===== src/sv/hrhp_pkg.sv =====
package hrhp_pkg;

  localparam int VERSION_BITS_DEF = 8;

  localparam logic [7:0] CH_CR    = 8'h0d;
  localparam logic [7:0] CH_LF    = 8'h0a;
  localparam logic [7:0] CH_SP    = 8'h20;
  localparam logic [7:0] CH_TAB   = 8'h09;
  localparam logic [7:0] CH_H     = 8'h48;
  localparam logic [7:0] CH_T     = 8'h54;
  localparam logic [7:0] CH_P     = 8'h50;
  localparam logic [7:0] CH_SLASH = 8'h2f;
  localparam logic [7:0] CH_DOT   = 8'h2e;
  localparam logic [7:0] CH_COLON = 8'h3a;
  localparam logic [7:0] CH_DEL   = 8'h7f;
  localparam logic [7:0] CH_CTL_MAX = 8'h1f;

  typedef enum logic [4:0] {
    ST_METHOD_START = 5'd0,
    ST_METHOD       = 5'd1,
    ST_URI          = 5'd2,
    ST_VER_H        = 5'd3,
    ST_VER_T1       = 5'd4,
    ST_VER_T2       = 5'd5,
    ST_VER_P        = 5'd6,
    ST_VER_SLASH    = 5'd7,
    ST_MAJOR_START  = 5'd8,
    ST_MAJOR        = 5'd9,
    ST_MINOR_START  = 5'd10,
    ST_MINOR        = 5'd11,
    ST_NL1          = 5'd12,
    ST_LINE_START   = 5'd13,
    ST_LWS          = 5'd14,
    ST_NAME         = 5'd15,
    ST_SPACE_BEFORE = 5'd16,
    ST_VALUE        = 5'd17,
    ST_NL2          = 5'd18,
    ST_NL3          = 5'd19
  } parse_state_t;

  typedef enum logic [1:0] {
    RES_MORE = 2'd0,
    RES_GOOD = 2'd1,
    RES_BAD  = 2'd2
  } status_t;

  typedef enum logic [2:0] {
    TAG_NONE   = 3'd0,
    TAG_METHOD = 3'd1,
    TAG_URI    = 3'd2,
    TAG_NAME   = 3'd3,
    TAG_VALUE  = 3'd4
  } byte_tag_t;

  localparam logic CMD_CONSUME = 1'b0;
  localparam logic CMD_RESTART = 1'b1;

  function automatic logic is_ctl(input logic [7:0] c);
    return (c <= CH_CTL_MAX) || (c == CH_DEL);
  endfunction

  function automatic logic is_separator(input logic [7:0] c);
    logic hit;
    unique case (c)
      8'h28, 8'h29, 8'h3c, 8'h3e, 8'h40, 8'h2c, 8'h3b, 8'h3a, 8'h5c, 8'h22,
      8'h2f, 8'h5b, 8'h5d, 8'h3f, 8'h3d, 8'h7b, 8'h7d, 8'h20, 8'h09: hit = 1'b1;
      default: hit = 1'b0;
    endcase
    return hit;
  endfunction

  function automatic logic is_token(input logic [7:0] c);
    return !c[7] && !is_ctl(c) && !is_separator(c);
  endfunction

  function automatic logic is_dec_digit(input logic [7:0] c);
    return (c >= 8'h30) && (c <= 8'h39);
  endfunction

endpackage


===== src/sv/http_request_header_parser.sv =====
// An accepted input item passes the input stage register and then the output
// register to its result item on out_*. Throughput: one item per cycle unless
// out_tready stalls the output; the parse step is one state decode between the
// two registers, with state updated as the item leaves the stage.
// Reset (rst_n low, synchronous): stage and output empty, parser in method start,
// no header seen, version counts zero.
module http_request_header_parser #(
  parameter int VERSION_BITS = hrhp_pkg::VERSION_BITS_DEF
) (
  input  logic        clk,
  input  logic        rst_n,
  input  logic        in_tvalid,
  output logic        in_tready,
  input  logic [7:0]  in_tdata,   // [7:0] data_byte
  input  logic        in_tuser,   // [0] cmd
  output logic        out_tvalid,
  input  logic        out_tready,
  output logic [31:0] out_tdata,  // [1:0] status, [9:2] byte_out,
                                  // [17:10] version_major, [25:18] version_minor
  output logic [3:0]  out_tuser   // [2:0] byte_tag, [3] new_header
);
  import hrhp_pkg::*;

  localparam int VB   = VERSION_BITS;
  localparam int WIDE = (VB > 8) ? VB : 8;
  localparam logic [VB-1:0] VMAX = {VB{1'b1}};

  // decimal accumulate with saturation: v*10 + digit
  function automatic logic [VB-1:0] acc_digit(input logic [VB-1:0] v,
                                               input logic [7:0] c);
    logic [VB+3:0] prod;
    prod = ((VB+4)'(v) << 3) + ((VB+4)'(v) << 1) + (VB+4)'(c[3:0]);
    return (prod[VB+3:VB] != 4'd0) ? VMAX : prod[VB-1:0];
  endfunction

  // input stage
  logic       stg_valid_r;
  logic [7:0] stg_byte_r;
  logic       stg_cmd_r;

  // parser state
  parse_state_t    state_r, state_nxt;
  logic            seen_r, seen_nxt;
  logic [VB-1:0]   major_r, major_nxt;
  logic [VB-1:0]   minor_r, minor_nxt;

  // output register
  logic            out_valid_r;
  status_t         res_status_r, res_status_nxt;
  byte_tag_t       res_tag_r, res_tag_nxt;
  logic            res_nh_r, res_nh_nxt;
  logic [7:0]      res_byte_r, res_byte_nxt;

  logic            advance;
  logic [WIDE-1:0] major_wide, minor_wide;

  assign advance   = stg_valid_r && (!out_valid_r || out_tready);
  assign in_tready = !stg_valid_r || advance;

  always_comb begin
    status_t      st;
    byte_tag_t    tag;
    logic         nh;
    parse_state_t ns;
    logic [VB-1:0] nmaj, nmin;
    logic         nseen;
    logic [7:0]   c;

    c     = stg_byte_r;
    st    = RES_MORE;
    tag   = TAG_NONE;
    nh    = 1'b0;
    ns    = state_r;
    nmaj  = major_r;
    nmin  = minor_r;
    nseen = seen_r;

    unique case (state_r)
      ST_METHOD_START: begin
        if (is_token(c)) begin ns = ST_METHOD; tag = TAG_METHOD; end
        else st = RES_BAD;
      end
      ST_METHOD: begin
        if (c == CH_SP) ns = ST_URI;
        else if (is_token(c)) tag = TAG_METHOD;
        else st = RES_BAD;
      end
      ST_URI: begin
        if (c == CH_SP) ns = ST_VER_H;
        else if (is_ctl(c)) st = RES_BAD;
        else tag = TAG_URI;
      end
      ST_VER_H: begin
        if (c == CH_H) ns = ST_VER_T1; else st = RES_BAD;
      end
      ST_VER_T1: begin
        if (c == CH_T) ns = ST_VER_T2; else st = RES_BAD;
      end
      ST_VER_T2: begin
        if (c == CH_T) ns = ST_VER_P; else st = RES_BAD;
      end
      ST_VER_P: begin
        if (c == CH_P) ns = ST_VER_SLASH; else st = RES_BAD;
      end
      ST_VER_SLASH: begin
        if (c == CH_SLASH) begin
          nmaj = '0;
          nmin = '0;
          ns   = ST_MAJOR_START;
        end else st = RES_BAD;
      end
      ST_MAJOR_START: begin
        if (is_dec_digit(c)) begin nmaj = acc_digit(major_r, c); ns = ST_MAJOR; end
        else st = RES_BAD;
      end
      ST_MAJOR: begin
        if (c == CH_DOT) ns = ST_MINOR_START;
        else if (is_dec_digit(c)) nmaj = acc_digit(major_r, c);
        else st = RES_BAD;
      end
      ST_MINOR_START: begin
        if (is_dec_digit(c)) begin nmin = acc_digit(minor_r, c); ns = ST_MINOR; end
        else st = RES_BAD;
      end
      ST_MINOR: begin
        if (c == CH_CR) ns = ST_NL1;
        else if (is_dec_digit(c)) nmin = acc_digit(minor_r, c);
        else st = RES_BAD;
      end
      ST_NL1: begin
        if (c == CH_LF) ns = ST_LINE_START; else st = RES_BAD;
      end
      ST_LINE_START: begin
        // leading whitespace continues the previous header only
        if (c == CH_CR) ns = ST_NL3;
        else if (seen_r && (c == CH_SP || c == CH_TAB)) ns = ST_LWS;
        else if (is_token(c)) begin
          nseen = 1'b1;
          nh    = 1'b1;
          tag   = TAG_NAME;
          ns    = ST_NAME;
        end else st = RES_BAD;
      end
      ST_LWS: begin
        if (c == CH_CR) ns = ST_NL2;
        else if (c == CH_SP || c == CH_TAB) ns = ST_LWS;
        else if (is_ctl(c)) st = RES_BAD;
        else begin ns = ST_VALUE; tag = TAG_VALUE; end
      end
      ST_NAME: begin
        if (c == CH_COLON) ns = ST_SPACE_BEFORE;
        else if (is_token(c)) tag = TAG_NAME;
        else st = RES_BAD;
      end
      ST_SPACE_BEFORE: begin
        if (c == CH_SP) ns = ST_VALUE; else st = RES_BAD;
      end
      ST_VALUE: begin
        if (c == CH_CR) ns = ST_NL2;
        else if (is_ctl(c)) st = RES_BAD;
        else tag = TAG_VALUE;
      end
      ST_NL2: begin
        if (c == CH_LF) ns = ST_LINE_START; else st = RES_BAD;
      end
      ST_NL3: begin
        st = (c == CH_LF) ? RES_GOOD : RES_BAD;
      end
      default: st = RES_BAD;
    endcase

    if (stg_cmd_r == CMD_RESTART) begin
      state_nxt      = ST_METHOD_START;
      seen_nxt       = 1'b0;
      major_nxt      = '0;
      minor_nxt      = '0;
      res_status_nxt = RES_MORE;
      res_tag_nxt    = TAG_NONE;
      res_nh_nxt     = 1'b0;
    end else if (st == RES_BAD) begin
      // hold all state on a malformed byte
      state_nxt      = state_r;
      seen_nxt       = seen_r;
      major_nxt      = major_r;
      minor_nxt      = minor_r;
      res_status_nxt = RES_BAD;
      res_tag_nxt    = TAG_NONE;
      res_nh_nxt     = 1'b0;
    end else begin
      state_nxt      = ns;
      seen_nxt       = nseen;
      major_nxt      = nmaj;
      minor_nxt      = nmin;
      res_status_nxt = st;
      res_tag_nxt    = tag;
      res_nh_nxt     = nh;
    end
    res_byte_nxt = (res_tag_nxt != TAG_NONE) ? c : 8'd0;
  end

  always_ff @(posedge clk) begin
    if (!rst_n) begin
      stg_valid_r <= 1'b0;
      out_valid_r <= 1'b0;
      state_r     <= ST_METHOD_START;
      seen_r      <= 1'b0;
      major_r     <= '0;
      minor_r     <= '0;
    end else begin
      if (in_tready) begin
        stg_valid_r <= in_tvalid;
      end
      if (advance) begin
        out_valid_r <= 1'b1;
        state_r     <= state_nxt;
        seen_r      <= seen_nxt;
        major_r     <= major_nxt;
        minor_r     <= minor_nxt;
      end else if (out_tready) begin
        out_valid_r <= 1'b0;
      end
    end
  end

  always_ff @(posedge clk) begin
    if (in_tready && in_tvalid) begin
      stg_byte_r <= in_tdata;
      stg_cmd_r  <= in_tuser;
    end
    if (advance) begin
      res_status_r <= res_status_nxt;
      res_tag_r    <= res_tag_nxt;
      res_nh_r     <= res_nh_nxt;
      res_byte_r   <= res_byte_nxt;
    end
  end

  // version fields show the low byte of the counts as they stand after the item
  assign major_wide = WIDE'(major_r);
  assign minor_wide = WIDE'(minor_r);

  assign out_tvalid = out_valid_r;
  assign out_tdata  = {6'd0, minor_wide[7:0], major_wide[7:0], res_byte_r, res_status_r};
  assign out_tuser  = {res_nh_r, res_tag_r};

`ifndef NO_ASSERTIONS
  a_bad_holds_state: assert property (@(posedge clk) disable iff (!rst_n)
    advance && stg_cmd_r == CMD_CONSUME && res_status_nxt == RES_BAD
    |=> $stable(state_r) && $stable(seen_r) && $stable(major_r) && $stable(minor_r))
    else $error("malformed byte changed parser state");

  a_restart_clears: assert property (@(posedge clk) disable iff (!rst_n)
    advance && stg_cmd_r == CMD_RESTART
    |=> state_r == ST_METHOD_START && !seen_r && major_r == '0 && minor_r == '0)
    else $error("restart did not clear parser state");

  a_new_header_is_name: assert property (@(posedge clk) disable iff (!rst_n)
    out_valid_r && res_nh_r |-> res_tag_r == TAG_NAME && seen_r)
    else $error("new header flag without header name tag");

  a_good_in_final: assert property (@(posedge clk) disable iff (!rst_n)
    out_valid_r && res_status_r == RES_GOOD |-> state_r == ST_NL3)
    else $error("complete status outside final state");
`endif

endmodule


===== config.mk =====
export PLATFORM = sky130hd
export DESIGN_NAME = http_request_header_parser
export DESIGN_NICKNAME = d
export VERILOG_FILES = /design/src/sv/hrhp_pkg.sv /design/src/sv/http_request_header_parser.sv
export SDC_FILE = /design/constraint.sdc
export NUM_CORES = 1
export LEC_CHECK = 0
export ABC_AREA = 1
export BUFFER_PORTS_ARGS = -buffer_cell sky130_fd_sc_hd__buf_2
export CAP_MARGIN = 20
export CORE_AREA = 2 2 75 94
export DETAILED_ROUTE_END_ITERATION = 6
export DIE_AREA = 0 0 77 96
export GPL_TIMING_DRIVEN = 0
export PLACE_DENSITY = 0.91
export SYNTH_ARGS = -nofsm -noshare
export SYNTH_HDL_FRONTEND = slang
export SYNTH_SLANG_ARGS = --single-unit

===== constraint.sdc =====
create_clock -name clk -period 4.1 [get_ports clk]
set_clock_uncertainty 0.2 [all_clocks]
set_input_delay 0.82 -clock clk [delete_from_list [all_inputs] [get_ports clk]]
set_output_delay 0.82 -clock clk [all_outputs]
set_load 0.03 [all_outputs]

# ---- Word-level counts from Yosys, hierarchy flattened
# Index checks and enable logic that the tools add are counted.
dict set report word_totals {
  ff_bits 47
  latch_bits 0
  ram_bits 0
  rom_bits 0
  output_inout_bits 38
  word_cells 229
  n_memories 0
}
dict set report op_classes {
  add_sub_neg 4
  multipliers 0
  n_div 0
  magnitude_cmp 3
  eq_ne 69
  shifts 0
  mux 98
  bitwise_logic 1
  n_reduce_logical 41
}
# cell n
set ops {}
lappend ops {{two-way mux 5 bit} 24}
lappend ops {{== test 8 x 6 -> 1 bit, second input constant} 13}
lappend ops {{one-hot mux 5 bit (18 select lines)} 1}
lappend ops {{two-way mux 8 bit} 11}
lappend ops {{== test 8 x 7 -> 1 bit, second input constant} 10}
lappend ops {{two-way mux 2 bit} 31}
lappend ops {{inequality test 3 bit, second input constant} 17}
lappend ops {{one-hot mux 8 bit (3 select lines)} 2}
lappend ops {{== test 5 x 4 -> 1 bit, second input constant} 8}
lappend ops {{one-hot mux 2 bit (17 select lines)} 1}
lappend ops {{adder 11 x 9 -> 12 bit} 2}
lappend ops {{adder 12 x 4 -> 12 bit} 2}
lappend ops {{== test 8 x 4 -> 1 bit, second input constant} 3}
lappend ops {{two-way mux 1 bit} 21}
lappend ops {{one-hot mux 3 bit (7 select lines)} 1}
lappend ops {{AND reduction 21 bit} 1}
lappend ops {{== test 5 x 3 -> 1 bit, second input constant} 4}
lappend ops {{== test 5 bit, second input constant} 4}
lappend ops {{nonzero test 19 bit} 1}
lappend ops {{OR reduction 19 bit} 1}
lappend ops {{two-way mux 3 bit} 6}
lappend ops {{nonzero test 4 bit} 4}
lappend ops {{== test 5 x 2 -> 1 bit, second input constant} 2}
lappend ops {{inequality test 5 bit, second input constant} 2}
lappend ops {{18 further kinds} 44}

# ---- Depth between registers and ports, before layout
# Gate-level depths: netlist of run 1.
dict set report logic_depth {
  depth_word 16
  depth_mapped 15
}

# ---- Worst setup path after synthesis of run 1
# OpenSTA, ideal clock, no wires.
dict set report synth_path {
  kind {register to register}
  startpoint {register minor_r[2]}
  endpoint {register minor_r[3]}
  setup_time_ps 122
  arrival_time_ps 2435
  required_ps 3778
  slack_ps 1343
  stages_incl_launch_ff 10
  period_less_slack_ps 2757
  path_cell_list {dfxtp_1 -> fa_1 -> fa_1 -> nand4_1 -> nand3_1 -> xor2_1 -> nor2_1 -> nand2_1 -> o21ai_0 -> a21oi_2}
}
dict set report synth_between {
  elab_chain_len 9
}
# element line
set synth_rtl {}
lappend synth_rtl {{from (decl)} http_request_header_parser.sv:45} ;# logic [VB-1:0] minor_r, minor_nxt;
lappend synth_rtl {{from (signal assigned)} http_request_header_parser.sv:218} ;# minor_r <= minor_nxt;
lappend synth_rtl {{adder 11 x 9 -> 12 bit *} http_request_header_parser.sv:32} ;# prod = ((VB+4)'(v) << 3) + ((VB+4)'(v) << 1) + (VB+4)'(c[3:0]);
lappend synth_rtl {{adder 12 x 4 -> 12 bit *} http_request_header_parser.sv:32}
lappend synth_rtl {{nonzero test 4 bit} http_request_header_parser.sv:33} ;# return (prod[VB+3:VB] != 4'd0) ? VMAX : prod[VB-1:0];
lappend synth_rtl {{two-way mux 8 bit *} http_request_header_parser.sv:33}
lappend synth_rtl {{two-way mux 8 bit *} {http_request_header_parser.sv:122, http_request_header_parser.sv:127}}
lappend synth_rtl {{two-way mux 8 bit} http_request_header_parser.sv:126} ;# if (c == CH_CR) ns = ST_NL1;
lappend synth_rtl {{one-hot mux 8 bit (3 select lines) *} http_request_header_parser.sv:78} ;# unique case (state_r)
lappend synth_rtl {{two-way mux 8 bit *} http_request_header_parser.sv:180} ;# end else if (st == RES_BAD) begin
lappend synth_rtl {{two-way mux 8 bit *} http_request_header_parser.sv:172} ;# if (stg_cmd_r == CMD_RESTART) begin
# Every way passes the cells marked *; elsewhere a longest branch is shown, timed or not. The select of a mux whose other input is x is not followed.
# A chain may end at the register's enable or synchronous reset.

# ---- Worst setup path in the final report of run 1
dict set report layout_path {
  startpoint {register stg_byte_r[2]}
  endpoint {register major_r[2]}
}
dict set report layout_between {
  elab_chain_len 15
}
# element line
set layout_rtl {}
lappend layout_rtl {{from (decl)} http_request_header_parser.sv:38} ;# logic [7:0] stg_byte_r;
lappend layout_rtl {{from (signal assigned)} http_request_header_parser.sv:227} ;# stg_byte_r <= in_tdata;
lappend layout_rtl {{== test 8 x 6 -> 1 bit (tied with other cells)} {hrhp_pkg.sv:64, http_request_header_parser.sv:106}}
lappend layout_rtl {{OR reduction 19 bit} hrhp_pkg.sv:64} ;# unique case (c)
lappend layout_rtl {{two-way mux 1 bit} hrhp_pkg.sv:64}
lappend layout_rtl {{two-way mux 1 bit} http_request_header_parser.sv:136} ;# else if (seen_r && (c == CH_SP || c == CH_TAB)) ns = ST_LWS;
lappend layout_rtl {{two-way mux 1 bit} http_request_header_parser.sv:135} ;# if (c == CH_CR) ns = ST_NL3;
lappend layout_rtl {{two-way mux 1 bit} http_request_header_parser.sv:78}
lappend layout_rtl {{zero test 1 bit} hrhp_pkg.sv:73} ;# return !c[7] && !is_ctl(c) && !is_separator(c);
lappend layout_rtl {{logical AND 1 bit} hrhp_pkg.sv:73}
lappend layout_rtl {{two-way mux 2 bit} http_request_header_parser.sv:137} ;# else if (is_token(c)) begin
lappend layout_rtl {{two-way mux 2 bit} http_request_header_parser.sv:136}
lappend layout_rtl {{two-way mux 2 bit} http_request_header_parser.sv:135}
lappend layout_rtl {{one-hot mux 2 bit (17 select lines)} http_request_header_parser.sv:78}
lappend layout_rtl {{== test 2 bit} http_request_header_parser.sv:180}
lappend layout_rtl {{inequality test 2 bit (no source line)} -}
lappend layout_rtl {{AND reduction 5 bit (no source line)} -}
lappend layout_rtl {{to (signal assigned)} http_request_header_parser.sv:217} ;# major_r <= major_nxt;
lappend layout_rtl {{to (decl)} http_request_header_parser.sv:44} ;# logic [VB-1:0] major_r, major_nxt;
# Parallel ways exist; a longest one is shown, timed or not. The select of a mux whose other input is x is not followed.

==> results of run 1 <==
==> kinds of logic (layout without fill, tap and decap cells) <==
| family | Yosys count | count (layout) | share of synthesized area [%] |
|---|---|---|---|
| other | 1 | 6 | 0.0926 |
| XOR/XNOR | 10 | 10 | 2.16 |
| AO/OA/AOI/OAI | 74 | 74 | 12.1 |
| AND/OR/NAND/NOR | 315 | 315 | 36.0 |
| flip-flops | 47 | 47 | 28.9 |
| buffers and inverters | 88 | 139 | 9.52 |
| adder cells (fa/ha/maj) | 34 | 34 | 11.2 |
==> cells in the mapped netlist, types with 3 or more instances <==
library cell	count	area (um^2)
edfxtp_1	23	691
nand3_1	40	200
a211oi_1	4	30.0
inv_2	8	30.0
nor3_1	9	45.0
fa_1	4	80.1
nor2_1	65	244
o21ai_0	19	95.1
nand3_2	6	60.1
o21bai_2	3	33.8
nor2_4	4	45.0
a21oi_2	11	96.3
nand2_1	145	544
ha_1	30	375
xor2_1	8	70.1
inv_1	64	240
nand4_1	5	31.3
a21oi_1	25	125
nor2_2	19	119
dfxtp_1	24	480
o21ai_2	4	35.0
nand2_2	15	93.8
buf_4	9	67.6
==> power by group <==
group          total [W]  switching [W]  internal (W)
logic           0.000697       0.000470      0.000227
clock network   0.000292       0.000169      0.000123
registers       0.000589      0.0000492      0.000539
==> cell type report <==
type                            count  area [um^2]
Clock inverter                      2         16.3
Clock buffer                        6         72.6
Fill cell                         569         2040
Sequential cell                    47         1170
Buffer                             12         86.3
Inverter                           76          299
Timing Repair Buffer               43          215
Tap cell                           87          109
Multi-Input combinational cell    439         2510
==> per-layer routing <==
| layer | vias up | routed length, um | track usage (%) |
|---|---|---|---|
| li1 | 1950 | - | - |
| met1 | 1817 | 3870 | 31.0 |
| met2 | 132 | 5080 | 52.8 |
| met3 | 32 | 476 | 3.28 |
| met4 | 0 | 351 | 11.9 |
| met5 | - | 0 | 0 |
==> sequential cells by signal, indices dropped and copies added (netlist names) <==
signal / count
major_r: 8
minor_r: 8
out_tvalid: 1
res_byte_r: 8
res_nh_r: 1
res_status_r: 2
res_tag_r: 3
seen_r: 1
state_r: 5
stg_byte_r: 8
stg_cmd_r: 1
stg_valid_r: 1
==> through the flow <==
step | hold slack [ns] | total power (W)
6_report | 0.273 | 0.00158
5_1_grt | 0.310 | 0.00169
4_1_cts | 0.276 | 0.00157
3_5_place_dp | 0.262 | 0.00128
3_3_place_gp | 0.256 | 0.00127
2_1_floorplan | 0.238 | 0.00113
==> final timing paths <==
check                start  cells past startpoint  slack [ns]         end
max          stg_byte_r[2]                     10        1.14  major_r[2]
min                 seen_r                      2        0.27      seen_r
max reg2reg  stg_byte_r[2]                     10        1.14  major_r[2]
min reg2reg         seen_r                      2        0.27      seen_r
==> critical path, stage by stage, from the launching register on <==
cell      delay, ns
edfxtp_1       0.56
ha_1           0.35
ha_1           0.23
fa_1           0.43
nand4_1        0.12
nand3_1        0.10
xor2_1         0.15
nor2_1         0.24
nand2_1        0.17
o21ai_0        0.23
a21oi_2        0.07
==> cell usage in the layout (no fill, tap or decap), types with 4 or more instances in the layout <==
master and instances:
nand2_2 15, dfxtp_1 24, o21ai_0 19, fa_1 4, a211oi_1 4, inv_1 64
conb_1 6, nand3_2 6, inv_2 8, ha_1 30, nand3_1 40, nor2_4 4
a21oi_1 25, edfxtp_1 23, nor2_1 65, o21ai_2 4, a21oi_2 11, buf_2 43
clkbuf_8 5, buf_4 9, nor3_1 9, xor2_1 8, nand2_1 145, nor2_2 19
nand4_1 5
==> impl_summary.md, run 1 <==
Cells and area
The share of the core filled with cells in the final layout is 68.7%. The number of antenna diodes is 0. The post-synthesis to final-layout area growth is 10.7%. The non-filler instance count after layout is just over 700.

The final layout contains between 600 and 700 nets. Cells with a size suffix above 1 make up about 23% of the layout. The finished cells cover around 0.0045 mm^2.

Pwr
The leakage power is 2.38 nW. The peak ir drop on the vdd network is between 0.15 and 0.2 mV. The cell area power density is between 300 and 400 mW/mm^2.

Global routing
The wire length of the first global-routing pass is 16.3 mm. The via count of the first global-routing pass came to 3,686. The initial antenna violation count is 0.

The maximum number of pins on one net before global-route repair is 18. Global routing used between 20% and 30% of the available tracks. The remaining global-route overflow is 0.

Floorplanning
From left edge to right edge, the die measures 77 um. In this run the count of I/O pins placed on the die edge is 51. The area enclosed by the die boundary is 0.00739 mm^2. The region available for standard cell placement spans between 0.006 and 0.007 mm^2.

The floorplan step set the die height to 96 um. In this run the core area contains 33 standard-cell rows. For this configuration, the core starts out at a cell density of between 60 and 70%.

Detailed routing
The number of vias per cell is around 5.5. The detail-routed net length per standard cell is ~14 um. For this block, the initial DRC count from the detailed router was a little over 300. The total via count after detailed routing is 3,931. For this run, design rule violations remaining after detail routing come to 0. The count of nets left with antenna violations after detail routing is 0.

The routed wire length is between 9 and 10 mm. The number of detailed-routing iterations run before antenna repair is 5.

Yosys
The Yosys step of the flow raised 0 warnings. In this run, distinct cell masters in the synthesized netlist total 40. The share of async-settable or async-resettable flops after synthesis is 0%.

The average footprint of a synthesized cell is a little over 7 um^2. The synthesized design contains between 40 and 50 register bits. Counting every instance in the synthesized netlist gives between 500 and 600. The number of enable-type register cells in the synthesized netlist is 23. Summing the sequential cell areas from Yosys gives between 20% and 30% of the chip area. The synthesized netlist occupies a cell area of just over 0.004 mm^2.

Among all flip-flop cells after synthesis, the most frequent one is dfxtp_1.

Run status
The run finished with clean final reports.

STA
Setup repair after global routing left no endpoint under its margin. The hold violation total from the final report is 0. The routed design could run at a clock period as short as a little under 3 ns. The final number of max-transition violations is 0. At the pin with the least slew margin, the transition time is approximately 0.64 ns. The post-route worst setup slack is 1.14 ns. The post-route setup TNS is 0 ns. The share of the clock period used by the worst path after layout is ~72%. Setup violations remaining at the end of the flow were counted as 0. Measured against its own limit, the worst slew margin works out to around 57%.

Based on the critical path, the design can be clocked at up to ~340 MHz.

Clocking
The number of buffers added by the clock tree synthesis step is 5. The clock root buffer is clkbuf_8. Clock latency on the worst-skew pair, taken at its later pin, is between 0.3 and 0.4 ns. For this design, the sink count on the clock tree is 47. Once the clock tree was built, the resizer swapped 0 gates to a different size.

The H-tree generated during clock tree synthesis spans 2 levels. The clock-pin transition on the worst setup and hold timing paths is 0.10 ns. Hold repair after CTS inserted 0 buffers. The clock passes through at most 2 buffers. The post-CTS setup buffer count is 0. TritonCTS built the clock tree.

Min path
The worst hold-check path type is reg2reg.

Worst setup path
The critical path is of the reg2reg type. STA classifies the critical path endpoint as a flop. The required time at the worst-slack endpoint is between 4 and 5 ns.

The endpoint arrival time on the critical path is ~3.0 ns. STA classifies the critical path startpoint as a flop. The maximum net fanout on the critical path is 8.

Flow run
The tool flagged a number of max-cap violations equal to 0.

Placement
The count of port buffers added during placement is 43. The number of placed instances with taps included is 704. Routability-driven placement finished with a final weighted congestion of approximately 0.97. The placed wire-length estimate is just under 8 mm.

The setup slack at placement is roughly 1.2 ns. The instance area at placement is roughly 0.0044 mm^2.
Power figures use the tool's default switching activity.
==> run 2, diff against run 1 <==
ABC_AREA = 0   (was 1)
CORE_AREA = 2 2 79 100   (was 2 2 75 94)
DIE_AREA = 0 0 81 102   (was 0 0 77 96)
PLACE_DENSITY = 0.82   (was 0.91)
clock period = 2.6 ns   (was 4.1 ns; I/O delays follow)
==> run 2 against run 1 <==
The run now ends with negative setup slack left. Register-to-register slack lost 1.7 ns. Via count increased by 1.8%. Die area grew 12%. Critical endpoint is now res_tag_r[0]. Synthesized cell count decreased by 26%. Power grew 3.7%. Sequential share of layout area fell by 4.2 points. Highest routed layer unchanged. Maximum frequency fell by 5.2%. Critical path type unchanged.
==> impl_summary.md, run 2 <==
Cells and area
Summing all flip-flop and latch instances after layout gives about 0.0012 mm^2. Of the cells placed in the final design, the portion with a size suffix greater than 1 is 43.3%. The count of filler cells inserted in the layout is approximately 500.

The number of antenna diodes in the final layout is 0. For this run, the share of the core covered by cells in the final layout is 74.0%. After routing the design area is approximately 0.0054 mm^2.

Compared with the post-synthesis result, the final layout area differs by 41.0%. The commonest non-fill, non-tap cell in the layout is buf_2. The final net count is approximately 570. Summing all multi-input logic gate instances after layout gives approximately 0.0031 mm^2. The top cell types in the final layout, fill and taps aside, are buf_2, buf_4, nor2_1.

STA
Of the available clock period, the critical path in the final layout requires 120%. The slew at the pin closest to its max-slew limit is about 0.83 ns. The hold violation total from the final report was 0. Across all setup checks in the final design, the least slack found is -0.518 ns. Setup repair after global routing could not meet its margin everywhere. The worst path in the final design needs a cycle of 3.12 ns, including I/O delays and setup. The relative slew slack is a little over two fifths. The final number of max-transition violations was 0. Derived from the worst setup path, the maximum achievable clock frequency is about 320 MHz. Setup violations remaining at the end of the flow were counted as 35.

Detailed routing
In the routed design, unresolved DRC markers number 0. The number of vias per cell is around 6.5. The detail route stage leaves a number of antenna-violating nets equal to 0.

The number of DRC markers after the initial detailed-route iteration is around 310. Dividing the detail-routed wire length by the instance count gives approximately 21 um. The routed wire length is ~13 mm.

The number of detailed-routing iterations run before antenna repair is 7. The final route contains roughly 4k vias.

Yosys
Summing every instance area after synthesis gives ~0.0038 mm^2. The post-synthesis cell count is 419. In this run, synthesis produced a sequential element count of 47.

After synthesis, the share of flip-flops with an asynchronous set or reset is 0%. Summed over all instances, the cell type with the most area after synthesis is edfxtp_1. By area the synthesized netlist is led by edfxtp_1, dfxtp_1, ha_1, o21ai_0, nand2_1.

Ranked by instance count, the synthesized netlist is headed by ha_1, nand2_1, nor2_1, o21ai_0, dfxtp_1. After synthesis, the mean cell area works out to 9.11 um^2. The number of enable-type register cells in the synthesized netlist is 23.

The prevailing post-synth register cell is dfxtp_1. The count of warnings emitted by yosys is 0. The number of library cell types mapped by synthesis is 76. The synthesized design devotes to its leading area cell type 18.1% of total area. Of the synthesized area, sequential elements account for 30.7%. The cell with the most instances after synthesis is ha_1.

Flow run
Max-cap violations in this run came to 0.

Run status
The checks that failed: negative setup slack. The flow ran to the end, but the final reports show violations.

Worst setup path
Tracing the worst setup path back leads to its startpoint at stg_byte_r[1]. The required time at the worst-slack endpoint is 2.49 ns. The setup slack on the worst flop-to-flop path is -0.52 ns. The cell depth of the worst flop-to-flop path is 8. The path type of the worst setup path is reg2reg.

The endpoint of the worst setup timing path is res_tag_r[0]. The nature of the critical path startpoint is a flop. Data arrives at the worst endpoint at ~3 ns. The endpoint identified for the worst register-to-register timing path is res_tag_r[0]. The startpoint identified for the worst register-to-register timing path is stg_byte_r[1]. Along the worst path, the maximum fanout reaches 5.

The type of destination of the critical path is a flop.

Clocking
The clock passes through at most 2 buffers. The worst-skew pair later-pin latency is 0.31 ns. The clock tree from TritonCTS is done. The clock-pin transition on the worst setup and hold timing paths is approximately 0.10 ns. The number of buffers added by the clock tree synthesis step is 5. The tree built by TritonCTS fans out to 47 sinks. The clock root buffer is clkbuf_8.

The H-tree depth is 2.

Min path
The worst hold-check path type is in2reg.

Floorplanning
In this run the standard cell core region covers between 0.007 and 0.008 mm^2. Measured along the x axis, the die boundary spans between 80 and 90 um. The die covers about 0.0083 mm^2. The die is 102 um tall. The initialized floorplan defines 35 standard-cell rows. The top-level port count is 51. The initial core utilization is 52.5%.

Pwr
The cell area power density is a little over 300 mW/mm^2. VDD sags by at most slightly above 0.2 mV. For this design the static power due to leakage is ~2.2 nW.

Global routing
The via count of the first global-routing pass is approximately 3.8k. The wire length of the first global-routing pass is approximately 19 mm. The initial antenna violation count is 0.

After global routing the overflow that remains totals 0. The global router's overall resource usage is ~29%. Entering global routing, the biggest net connects 17 pins.

Placement
The global placer's final weighted congestion is just under 1. Summed over all nets, the half-perimeter wirelength after detailed placement is roughly 8 mm. After detailed placement, the total cell area comes to 0.00430 mm^2. Buffers placed on the I/O ports in this run total 43.
run 2: cell types whose count changed after synthesis, moves of 11 or more:
cell | before | now
a21oi_1 | 25 | 13
a21oi_2 | 11 | 0
clkbuf_1 | 2 | 18
inv_1 | 64 | 17
nand2_1 | 145 | 25
nand2_2 | 15 | 0
nand3_1 | 40 | 12
nor2_1 | 65 | 25
nor2_2 | 19 | 0
nor4_1 | 0 | 15
run 2: cell type report:
| type | instances | area share, % |
|---|---|---|
| repair buffers | 94 | 12.2 |
| flip-flops and latches | 47 | 22.0 |
| inverters | 17 | 1.19 |
| clock buffers | 5 | 1.28 |
| clock inverters | 3 | 0.442 |
| multi-input cells | 325 | 57.8 |
| plain buffers | 29 | 3.05 |
| well taps | 92 | 2.14 |
run 2: timing repair:
| item | 4_1_cts | 5_1_grt |
|---|---|---|
| setup endpoints to repair | 35 | 35 |
| setup buffers | 25 | 24 |
| resized for setup | 63 | 65 |
| pin swaps | 37 | 45 |
| hold buffers | 0 | 0 |
| cloned | 1 | 1 |
run 2: worst max-delay path, cell delays in order, from the launching register on:
cell and delay [ns]:
edfxtp_1 0.49, buf_6 0.18, nor4_4 0.48, o21ai_0 0.24, a32o_2 0.35, a211oi_4 0.26
o2111ai_4 0.22, buf_6 0.21, nor4_2 0.26
run 2: layer usage:
| layer | global-route usage [%] | wire [um] | vias to the layer above |
|---|---|---|---|
| met1 | 32.9 | 4620 | 1885 |
| met5 | 0 | 0 | - |
| li1 | - | - | 1818 |
| met4 | 14.3 | 789 | 0 |
| met3 | 3.00 | 719 | 73 |
| met2 | 53.2 | 6550 | 227 |
run 2: cell families after synthesis:
family                     after synthesis  synth area share (%)
adders and majority gates               34                  11.9
other                                    1                0.0982
buffers and inverters                   52                  6.69
AOI/OAI and AO/OA                      119                  24.6
DFF                                     47                  30.7
xor gates and xnor gates                10                  2.29
and+or+nand+nor                        152                  22.7
muxes                                    4                  1.05
run 2: how the worst min path moves through the flow:
| stage | startpoint | end | slack, ns | cells after the start |
|---|---|---|---|---|
| after global routing | in_tdata[4] | stg_byte_r[4] | 0.17 | 1 |
| after floorplan | seen_r | seen_r | 0.26 | 2 |
| after detailed placement | minor_r[1] | minor_r[1] | 0.27 | 2 |
| after global placement | minor_r[1] | minor_r[1] | 0.27 | 2 |
| final | in_tdata[5] | stg_byte_r[5] | 0.17 | 1 |
| after CTS | in_tdata[5] | stg_byte_r[5] | 0.18 | 1 |
run 2: metrics by stage:
step / hold slack [ns] / setup TNS (ns) / setup slack [ns] / std cells / total power (W)
4_1_cts: 0.176 / -8.85 / -0.396 / 590 / 0.00157
2_1_floorplan: 0.260 / -5.16 / -0.280 / 424 / 0.000994
6_report: 0.173 / -10.51 / -0.518 / 612 / 0.00164
3_5_place_dp: 0.269 / -19.38 / -0.749 / 559 / 0.00105
5_1_grt: 0.173 / -12.90 / -0.553 / 612 / 0.00168
3_3_place_gp: 0.271 / -19.23 / -0.809 / 559 / 0.00105
run 2: where the power goes:
| part | switching [W] | internal, W |
|---|---|---|
| clock | 0.000290 | 0.000194 |
| combinational | 0.000204 | 0.000136 |
| sequential | 0.0000123 | 0.000799 |
| total | 0.000506 | 0.00113 |
